==> src/positional_list_store_macros.svh <==
// ---------------------------------------------------------------------------
// Positional list store assertion macros
// Concurrent assertion shorthands used by the list store.
// ---------------------------------------------------------------------------
`ifndef POSITIONAL_LIST_STORE_MACROS_SVH
`define POSITIONAL_LIST_STORE_MACROS_SVH

// same-cycle implication
`define PLS_ASSERT_NOW(lbl, clk, rst, ante, cons, msg) \
   lbl: assert property (@(posedge clk) disable iff (rst) (ante) |-> (cons)) else $error(msg);

// next-cycle implication
`define PLS_ASSERT_NEXT(lbl, clk, rst, ante, cons, msg) \
   lbl: assert property (@(posedge clk) disable iff (rst) (ante) |=> (cons)) else $error(msg);

`endif

==> src/pls_pkg.sv <==
// ---------------------------------------------------------------------------
// Positional list store package
// Request kinds, status codes and word types of the list store.
// ---------------------------------------------------------------------------
package pls_pkg;

   typedef logic signed [31:0] word_type;
   typedef logic [2:0]         kind_type;
   typedef logic [1:0]         status_type;

   localparam kind_type K_INS_FRONT = 3'd0;
   localparam kind_type K_INS_BACK  = 3'd1;
   localparam kind_type K_INS_AT    = 3'd2;
   localparam kind_type K_DEL_FRONT = 3'd3;
   localparam kind_type K_DEL_BACK  = 3'd4;
   localparam kind_type K_DEL_AT    = 3'd5;

   localparam status_type ST_DONE  = 2'd0;
   localparam status_type ST_EMPTY = 2'd1;
   localparam status_type ST_FULL  = 2'd2;
   localparam status_type ST_RANGE = 2'd3;

endpackage

==> src/positional_list_store.sv <==
// ---------------------------------------------------------------------------
// Positional list store
// Ordered list of signed words with insert and delete at front, back or
// a given position; entries are moved one per cycle through a memory with
// one read and one write port.
// ---------------------------------------------------------------------------
// A request is taken only while the sequencer is idle and gives exactly one
// response word. Entries are shifted one per cycle through the entry memory
// (one read and one write a cycle, registered read data); an insert or a
// delete reads every entry from the target position to the end of the list,
// while appending at the back, rejected requests and unused codes read none.
// A finished response waits in its output register, so the next request can
// be accepted while it is stalled.
`include "positional_list_store_macros.svh"

module positional_list_store #(
   parameter int CAPACITY = 16
) (
   input  logic                               clock,
   input  logic                               reset,
   input  logic                               req_valid,
   output logic                               req_stall,
   input  pls_pkg::kind_type                  req_type,
   input  logic [$clog2(CAPACITY+1)-1:0]      req_position,
   input  pls_pkg::word_type                  req_value,
   output logic                               rsp_valid,
   input  logic                               rsp_stall,
   output pls_pkg::status_type                rsp_status,
   output pls_pkg::word_type                  rsp_removed_value,
   output logic [$clog2(CAPACITY+1)-1:0]      rsp_entry_count
);
   import pls_pkg::*;

   localparam int CW = $clog2(CAPACITY + 1);
   localparam int AW = $clog2(CAPACITY);

   typedef logic [CW-1:0] cnt_type;

   localparam logic [2:0] S_IDLE  = 3'd0;
   localparam logic [2:0] S_RUN   = 3'd1;
   localparam logic [2:0] S_DRAIN = 3'd2;
   localparam logic [2:0] S_PUT   = 3'd3;
   localparam logic [2:0] S_DONE  = 3'd4;

   word_type entries_mem [CAPACITY];

   logic [2:0] state_ff, state_in;
   cnt_type    count_ff, count_in;
   cnt_type    pos_ff, pos_in;
   cnt_type    idx_ff, idx_in;
   cnt_type    rd_addr_ff;
   logic       ins_ff, ins_in;
   logic       rd_ok_ff;
   word_type   val_ff, val_in;
   word_type   rd_data_ff;
   word_type   removed_ff, removed_in;
   status_type status_ff, status_in;

   logic       rsp_valid_ff, rsp_valid_in;
   status_type rsp_status_ff, rsp_status_in;
   word_type   rsp_removed_ff, rsp_removed_in;
   cnt_type    rsp_count_ff, rsp_count_in;

   cnt_type    p_sel;
   logic       is_ins, is_del;
   status_type st_sel;
   logic       rd_en, last_rd;
   logic       mem_we;
   cnt_type    mem_wa;
   word_type   mem_wd;

   // request decode
   always_comb begin
      is_ins = 1'b0;
      is_del = 1'b0;
      p_sel  = '0;
      case (req_type)
         K_INS_FRONT: begin
            is_ins = 1'b1;
         end
         K_INS_BACK: begin
            is_ins = 1'b1;
            p_sel  = count_ff;
         end
         K_INS_AT: begin
            is_ins = 1'b1;
            p_sel  = req_position;
         end
         K_DEL_FRONT: begin
            is_del = 1'b1;
         end
         K_DEL_BACK: begin
            is_del = 1'b1;
            p_sel  = count_ff - CW'(1);
         end
         K_DEL_AT: begin
            is_del = 1'b1;
            p_sel  = req_position;
         end
         default: begin
            p_sel = '0;
         end
      endcase
      st_sel = ST_DONE;
      if (is_ins) begin
         if (count_ff == CW'(CAPACITY)) begin
            st_sel = ST_FULL;
         end else if (p_sel > count_ff) begin
            st_sel = ST_RANGE;
         end
      end else if (is_del) begin
         if (count_ff == '0) begin
            st_sel = ST_EMPTY;
         end else if (p_sel >= count_ff) begin
            st_sel = ST_RANGE;
         end
      end
   end

   assign last_rd = ins_ff ? (idx_ff == pos_ff) : (idx_ff == count_ff - CW'(1));

   // sequencer
   always_comb begin
      state_in   = state_ff;
      count_in   = count_ff;
      pos_in     = pos_ff;
      idx_in     = idx_ff;
      ins_in     = ins_ff;
      val_in     = val_ff;
      removed_in = removed_ff;
      status_in  = status_ff;
      rd_en      = 1'b0;
      mem_we     = 1'b0;
      mem_wa     = '0;
      mem_wd     = rd_data_ff;

      // move of the word read last cycle
      if (rd_ok_ff) begin
         if (ins_ff) begin
            mem_we = 1'b1;
            mem_wa = rd_addr_ff + CW'(1);
         end else if (rd_addr_ff != pos_ff) begin
            mem_we = 1'b1;
            mem_wa = rd_addr_ff - CW'(1);
         end else begin
            removed_in = rd_data_ff;
         end
      end

      unique case (state_ff)
         S_IDLE: begin
            if (req_valid) begin
               ins_in     = is_ins;
               val_in     = req_value;
               pos_in     = p_sel;
               removed_in = '0;
               status_in  = st_sel;
               if (st_sel != ST_DONE || !(is_ins || is_del)) begin
                  state_in = S_DONE;
               end else if (is_ins && p_sel == count_ff) begin
                  state_in = S_PUT;
               end else begin
                  state_in = S_RUN;
                  idx_in   = is_ins ? count_ff - CW'(1) : p_sel;
               end
            end
         end
         S_RUN: begin
            rd_en = 1'b1;
            if (last_rd) begin
               state_in = S_DRAIN;
            end else begin
               idx_in = ins_ff ? idx_ff - CW'(1) : idx_ff + CW'(1);
            end
         end
         S_DRAIN: begin
            if (ins_ff) begin
               state_in = S_PUT;
            end else begin
               count_in = count_ff - CW'(1);
               state_in = S_DONE;
            end
         end
         S_PUT: begin
            mem_we   = 1'b1;
            mem_wa   = pos_ff;
            mem_wd   = val_ff;
            count_in = count_ff + CW'(1);
            state_in = S_DONE;
         end
         S_DONE: begin
            if (!rsp_valid_ff || !rsp_stall) begin
               state_in = S_IDLE;
            end
         end
         default: begin
            state_in = S_IDLE;
         end
      endcase
   end

   // response register
   always_comb begin
      rsp_valid_in   = rsp_valid_ff && rsp_stall;
      rsp_status_in  = rsp_status_ff;
      rsp_removed_in = rsp_removed_ff;
      rsp_count_in   = rsp_count_ff;
      if (state_ff == S_DONE && (!rsp_valid_ff || !rsp_stall)) begin
         rsp_valid_in   = 1'b1;
         rsp_status_in  = status_ff;
         rsp_removed_in = removed_ff;
         rsp_count_in   = count_ff;
      end
   end

   always_ff @(posedge clock) begin
      if (reset) begin
         state_ff     <= S_IDLE;
         count_ff     <= '0;
         rd_ok_ff     <= 1'b0;
         rsp_valid_ff <= 1'b0;
      end else begin
         state_ff     <= state_in;
         count_ff     <= count_in;
         rd_ok_ff     <= rd_en;
         rsp_valid_ff <= rsp_valid_in;
      end
   end

   always_ff @(posedge clock) begin
      pos_ff         <= pos_in;
      idx_ff         <= idx_in;
      ins_ff         <= ins_in;
      val_ff         <= val_in;
      removed_ff     <= removed_in;
      status_ff      <= status_in;
      rd_addr_ff     <= idx_ff;
      rsp_status_ff  <= rsp_status_in;
      rsp_removed_ff <= rsp_removed_in;
      rsp_count_ff   <= rsp_count_in;
   end

   // entry memory, one write and one registered read a cycle
   always_ff @(posedge clock) begin
      if (mem_we) begin
         entries_mem[mem_wa[AW-1:0]] <= mem_wd;
      end
      if (rd_en) begin
         rd_data_ff <= entries_mem[idx_ff[AW-1:0]];
      end
   end

   assign req_stall         = (state_ff != S_IDLE);
   assign rsp_valid         = rsp_valid_ff;
   assign rsp_status        = rsp_status_ff;
   assign rsp_removed_value = rsp_removed_ff;
   assign rsp_entry_count   = rsp_count_ff;

   `PLS_ASSERT_NOW(a_count_bound, clock, reset, 1'b1, count_ff <= CW'(CAPACITY), "count above capacity")
   `PLS_ASSERT_NEXT(a_idle_count_held, clock, reset, state_ff == S_IDLE, count_ff == $past(count_ff), "count moved while idle")
   `PLS_ASSERT_NOW(a_failed_no_word, clock, reset, rsp_valid && rsp_status != ST_DONE, rsp_removed_value == '0, "removed word on failed request")
   `PLS_ASSERT_NOW(a_read_in_move, clock, reset, rd_ok_ff, state_ff == S_RUN || state_ff == S_DRAIN, "stray read data")

endmodule

==> config.mk <==
export PLATFORM = sky130hd
export DESIGN_NAME = positional_list_store
export DESIGN_NICKNAME = d
export VERILOG_FILES = /design/src/pls_pkg.sv /design/src/positional_list_store.sv
export VERILOG_INCLUDE_DIRS = /design/src /design/src/src
export SDC_FILE = /design/constraint.sdc
export NUM_CORES = 1
export LEC_CHECK = 0
export ABC_AREA = 1
export BUFFER_PORTS_ARGS = -buffer_cell sky130_fd_sc_hd__buf_4
export CORE_MARGIN = 5
export CORE_UTILIZATION = 43
export DETAILED_ROUTE_END_ITERATION = 7
export GPL_TIMING_DRIVEN = 0
export PLACE_DENSITY = 0.7
export REMOVE_ABC_BUFFERS = 1
export SKIP_LAST_GASP = 1
export SLEW_MARGIN = 20
export SYNTH_ARGS = -nofsm -noshare
export SYNTH_HDL_FRONTEND = slang
export SYNTH_SLANG_ARGS = --single-unit
==> constraint.sdc <==
create_clock -name clock -period 3.24 [get_ports clock]
set_input_delay 0.486 -clock clock [delete_from_list [all_inputs] [get_ports clock]]
set_output_delay 0.486 -clock clock [all_outputs]
set_load 0.02 [all_outputs]
==> impl_metrics.ini, run 1 <==
[sta]
slew_headroom = 0.3434
setup_viol = 0
tightestPinTransition_ps = 983.5
rsz0062_at_grt = true
fin_crit_ps = 3155
slew_viol_final = 0
tns_ps = 0
fmax_mhz = 316.9
finalHoldViolCount = 0
clock_skew_ps = 27.79
min_period_over_period = 0.9738

[worst_setup_path]
critPathKind = register to register
cp-end-kind = register
required_ps = 3530
worstPathArrival_ps = 3450
r2r_cells = 9
path_max_fanout = 41
cp-start-kind = register

[detailed_routing]
totalWireLength_um = 67840
avgRoutedWirePerCell_um = 22.58
firstDrtPassIters = 7
route.detailed.drc = 0
routed_via_density = 5.867
drt_iter0_markers = 2042
drtAntennaViolNets = 0
num_vias = 17630

[yosys]
netlist_area_sq_um = 26510
yosysUniqueCellTypes = 37
synth_warnings = 0
synthCells = 2043
synth_seq_area_share = 0.7467
ys_ff_latch = 675
syn_area_per_cell_sq_um = 12.98

[floorplanning]
fp-row-count = 91
die_area_sq_um = 66730
die_y_um = 258.3
core_sq_um = 61370
chipWidth_um = 258.3
io_pins = 85
initial_core_util = 0.4320

[cts]
path_clk_slew_ps = 60
cts_htree_levels = 3
root_buffer = clkbuf_16
cts_tree = built
numCtsBuffers = 69
clk_path_buf_depth = 3
clk_latency_ps = 600
clock-sinks = 675
cts_hold_buf = 0

[grt]
grt_max_degree = 105
grt-ovfl-total = 0
grt_use_total = 0.1977
grt_first_pass_wirelength_um = 102400
grt_pass1_vias = 17298
antenna_found_initial = 1

[power_and_ir_drop]
p_leak_uw = 0.01077
vdd_drop_max_uv = 478.8
power_density_nw_per_um2 = 791.7
total_power_uw = 25170

[run]
maxCapViolCount = 0

[final_layout]
areaGrowthSynthToFinish_pct = 19.92
drive_gt1_frac = 0.1467
antenna_cells = 0
fin_nets = 2222

[placement]
dp_hpwl_um = 40460
routabilityCongestion = 0.8505
port_buffers = 84

[worst_hold_path]
hold_depth = 1
hp-class = input pin to register

[run_status]
run_status = complete, no violations
metrics by stage:
stage / util / hold slack [ps] / worst slack, ps / instances / instance area (sq um)
after floorplan: - / 389.3 / -5522 / 1915 / 25920
after global placement: 0.4488 / 400.4 / -11950 / 2789 / 27540
after detailed placement: 0.4768 / 414.3 / -595.6 / 2863 / 29260
after CTS: 0.5170 / 27.57 / 17.95 / 3002 / 31730
after global routing: 0.5181 / 33.49 / -64.19 / 3005 / 31800
final: 0.5181 / 60.83 / 84.77 / 3005 / 31800
worst max-delay path, cell delays in order, from the launching register on:
cell and delay (ps):
dfxtp_1 450, inv_1 110, nor3_4 230, buf_6 240
inv_4 300, o21ai_1 400, nand2_1 380, nor2_4 320
buf_16 210, buf_16 180
worst paths after layout:
kind | startpoint | end | slack, ps
min reg2reg | status_ff[1] | rsp_status[1] | 430
max reg2reg | state_ff[1] | entries_mem[15][3] | 80
min | req_value[2] | val_ff[2] | 60
max | state_ff[1] | entries_mem[15][3] | 80
flip-flops by register name (all words and copies together) (netlist names), 2 cells and up:
name	cells
entries_mem	512
rd_data_ff	32
removed_ff	32
rsp_removed_value	32
val_ff	32
count_ff	5
idx_ff	5
pos_ff	5
rd_addr_ff	5
rsp_entry_count	5
state_ff	3
rsp_status	2
status_ff	2
metal layers:
metal / routed length (um) / GRT usage
met5: 0 / 0
met4: 2443 / 0.07437
met3: 6591 / 0.03663
met2: 31210 / 0.3078
met1: 27590 / 0.2807
cells by family after synthesis:
family	synth area share
adders and majority gates	0.006890
buffers and inverters	0.03006
xor gates and xnor gates	0.003634
and+or+nand+nor	0.1040
DFF	0.7467
AOI/OAI and AO/OA	0.1087
synthesized netlist by cell type, drive strengths merged:
| cell | instances | area share |
|---|---|---|
| a211oi | 1 | 0.00028 |
| a21oi | 19 | 0.0037 |
| a31oi | 2 | 0.00047 |
| and2 | 1 | 0.00024 |
| buf | 47 | 0.011 |
| clkbuf | 81 | 0.012 |
| clkinv | 2 | 0.00028 |
| dfxtp | 47 | 0.035 |
| edfxtp | 628 | 0.71 |
| fa | 1 | 0.00076 |
| ha | 13 | 0.0061 |
| inv | 53 | 0.0075 |
| nand2 | 225 | 0.032 |
| nand3 | 49 | 0.0092 |
| nand4 | 6 | 0.0017 |
| nor2 | 366 | 0.052 |
| nor3 | 39 | 0.0081 |
| o211ai | 42 | 0.012 |
| o21ai | 270 | 0.051 |
| o21bai | 1 | 0.00028 |
| o221ai | 92 | 0.030 |
| o22ai | 43 | 0.010 |
| o31ai | 2 | 0.00057 |
| or2 | 2 | 0.00047 |
| xnor2 | 3 | 0.00099 |
| xor2 | 8 | 0.0026 |
layout make-up:
cell class | count | area (sq um)
tap | 790 | 988.4
fill | 4870 | 29570
inverter | 55 | 229.0
clock buffer | 96 | 1912
sequential | 675 | 19810
timing repair buffer | 178 | 2387
clock inverter | 26 | 331.6
multi-input combinational | 1185 | 6142
what timing repair did:
action                                  in CTS  in global routing
pin swaps                                   15                  3
resized for setup                           10                 14
setup buffers                               17                  3
endpoints found under the setup margin     330                152
cells in the final DEF (no fill, tap or decap), types with 8 or more instances in the layout:
cell       instances
o21ai_1           18
clkinv_1           8
buf_16            33
nor2_4            20
o21ai_0          251
a21oi_1           15
buf_8             31
dfxtp_1           44
buf_4            100
inv_1             43
clkbuf_16         72
xor2_1             8
clkinv_2           8
o22ai_1           43
o211ai_1          42
o221ai_1          89
nor3_1            35
clkbuf_1          22
ha_1              12
nand2_1          225
nand3_1           49
edfxtp_1         628
nor2_1           343
buf_12            12
report_power, final:
group,internal (uW),total [uW],switching [uW]
registers,10600,10900,293
logic,2140,6380,4240
clock network,4700,7880,3180
Power figures use the tool's default switching activity.
==> inputs of run 2 (changes only) <==
--- a/config.mk
+++ b/config.mk
@@ -9,10 +9,12 @@
 export ABC_AREA = 1
 export BUFFER_PORTS_ARGS = -buffer_cell sky130_fd_sc_hd__buf_4
 export CORE_MARGIN = 5
-export CORE_UTILIZATION = 43
+export CORE_UTILIZATION = 56
 export DETAILED_ROUTE_END_ITERATION = 7
 export GPL_TIMING_DRIVEN = 0
-export PLACE_DENSITY = 0.7
+export MAX_ROUTING_LAYER = met4
+export PLACE_DENSITY = 0.85
+export RECOVER_POWER = 25
 export REMOVE_ABC_BUFFERS = 1
 export SKIP_LAST_GASP = 1
 export SLEW_MARGIN = 20
==> impl_metrics.ini, run 2 (synthesis gave the netlist of run 1 again) <==
[placement]
post-place-ws_ps = -429.4
routabilityCongestion = 0.8771
dp_cells = 2676
dp_hpwl_um = 40000
port_buffers = 84

[cts]
path_clk_slew_ps = 60
cts_hold_buf = 0
cts_tree = built
cts_htree_levels = 2
clock-sinks = 675
root_buffer = clkbuf_16
clk_path_buf_depth = 3
clk_latency_ps = 640
numCtsBuffers = 61

[power_and_ir_drop]
power_density_nw_per_um2 = 800.5
seqPwrFrac = 0.441
power_frac_clock = 0.300
p_sw_uw = 8061
p_leak_uw = 0.01050
comb_power_share = 0.259
vdd_drop_max_uv = 554.5
sw_frac_of_total = 0.3233
p_int_uw = 16880

[worst_setup_path]
crit_family = simple AND/OR/NAND/NOR gates
worstPathArrival_ps = 3780
worst-path-buf-inv = 2
cp-end-kind = register
worstPathCellList = xor2_1, nor3_2, nand4_4, nand2_1, nor2_1, nor2_1, nand2_1, nor2_4, buf_16, buf_16
required_ps = 3570
r2r_slack_ps = -210
critical_path.max_stage_delay_ps = 570
path_max_fanout = 14
crit_path_top_delay_cell = nor3_2
cp-start-kind = register
critPathKind = register to register

[grt]
grt-ovfl-total = 0
busiest_layer = met2
grt_max_degree = 133
grt_first_pass_wirelength_um = 108000
grt_util_met3 = 0.07801
antenna_found_initial = 1
grt_pass1_vias = 18462
grt_use_total = 0.2863
use_met2 = 0.4426
use_met1 = 0.3468

[detailed_routing]
route.detailed.drc = 0
totalWireLength_um = 73850
drt_iter0_markers = 2966
avgRoutedWirePerCell_um = 26.22
drtAntennaViolNets = 0
num_vias = 18592
routed_via_density = 6.600
firstDrtPassIters = 8

[floorplanning]
die_area_sq_um = 51800
io_pins = 85
initial_core_util = 0.5683
chipWidth_um = 227.6
fp-row-count = 79
core_sq_um = 46650
die_y_um = 227.6

[final_layout]
stdcell_count = 2817
areaGrowthSynthToFinish_pct = 17.49
nFillCells = 2923
drive_gt1_frac = 0.1258
final_cell_mix = edfxtp_1, nor2_1, o21ai_0, nand2_1, o221ai_1
largest_reg_flops = 512
final_common_cell = edfxtp_1
fin_nets = 2214

[sta]
slew_headroom = -0.005932
fin_crit_ps = 3446
slew_viol_final = 13
clock_skew_ps = 26.58
tightestPinTransition_ps = 1503
fin_ws_ps = -205.7
min_period_over_period = 1.063
setup_viol = 211
finalHoldViolCount = 0
fmax_mhz = 290.2

[run_status]
violations = capacitance limit, slew limit, setup timing
run_status = finished, violations left

[run]
maxCapViolCount = 1

[worst_hold_path]
hp-class = input pin to register
-- run 2: final cells by class --
type	instances	area (sq um)	area share
clock inverters	31	391.6	0.01257
inverters	55	229.0	0.007350
clock buffers	85	1688	0.05418
well taps	607	759.5	0.02438
multi-input cells	1185	6128	0.1967
flip-flops and latches	675	19800	0.6357
repair buffers	178	2148	0.06896
diodes	1	2.502	0.00008033
-- run 2: metal layers --
| layer | share of wire | up-vias |
|---|---|---|
| met5 | 0 | - |
| met4 | 0.060 | 0 |
| met3 | 0.14 | 376 |
| met2 | 0.47 | 1646 |
| met1 | 0.33 | 8797 |
| li1 | - | 7773 |
-- run 2: power by group through the flow --
| stage | sequential, uW | clock (uW) | combinational [uW] |
|---|---|---|---|
| floorplan | 11500 | 0 | 3080 |
| global placement | 11800 | 0 | 4280 |
| CTS | 11000 | 7490 | 6340 |
| global route | 11000 | 7890 | 6870 |
| detailed placement | 11100 | 0 | 6120 |
| finish | 11000 | 7480 | 6460 |
-- run 2: final timing paths --
kind	cells past startpoint	to	startpoint
worst max register to register	10	entries_mem[12][27]	pos_ff[3]
worst min register to register	0	rsp_status[0]	status_ff[0]
worst min-delay path	1	val_ff[14]	req_value[14]
worst max-delay path	10	entries_mem[12][27]	pos_ff[3]
-- run 2: through the flow --
step	power [uW]	utilization	area (sq um)	hold WS, ps	setup TNS (ps)
finish	24940	0.6677	31150	42.52	-18190
global route	25790	0.6677	31150	24.95	-13540
CTS	24790	0.6697	31240	1.416	0
detailed placement	17270	0.6208	28960	405.6	-32300
global placement	16060	0.5854	27310	403.9	-6081010
floorplan	14620	-	25920	389.3	-1033410
-- run 2: timing repair --
| action | 4_1_cts | 5_1_grt |
|---|---|---|
| endpoints found under the setup margin | 329 | 260 |
| resized for setup | 9 | 13 |
| buffers inserted | 14 | 10 |
| pin swaps | 13 | 5 |
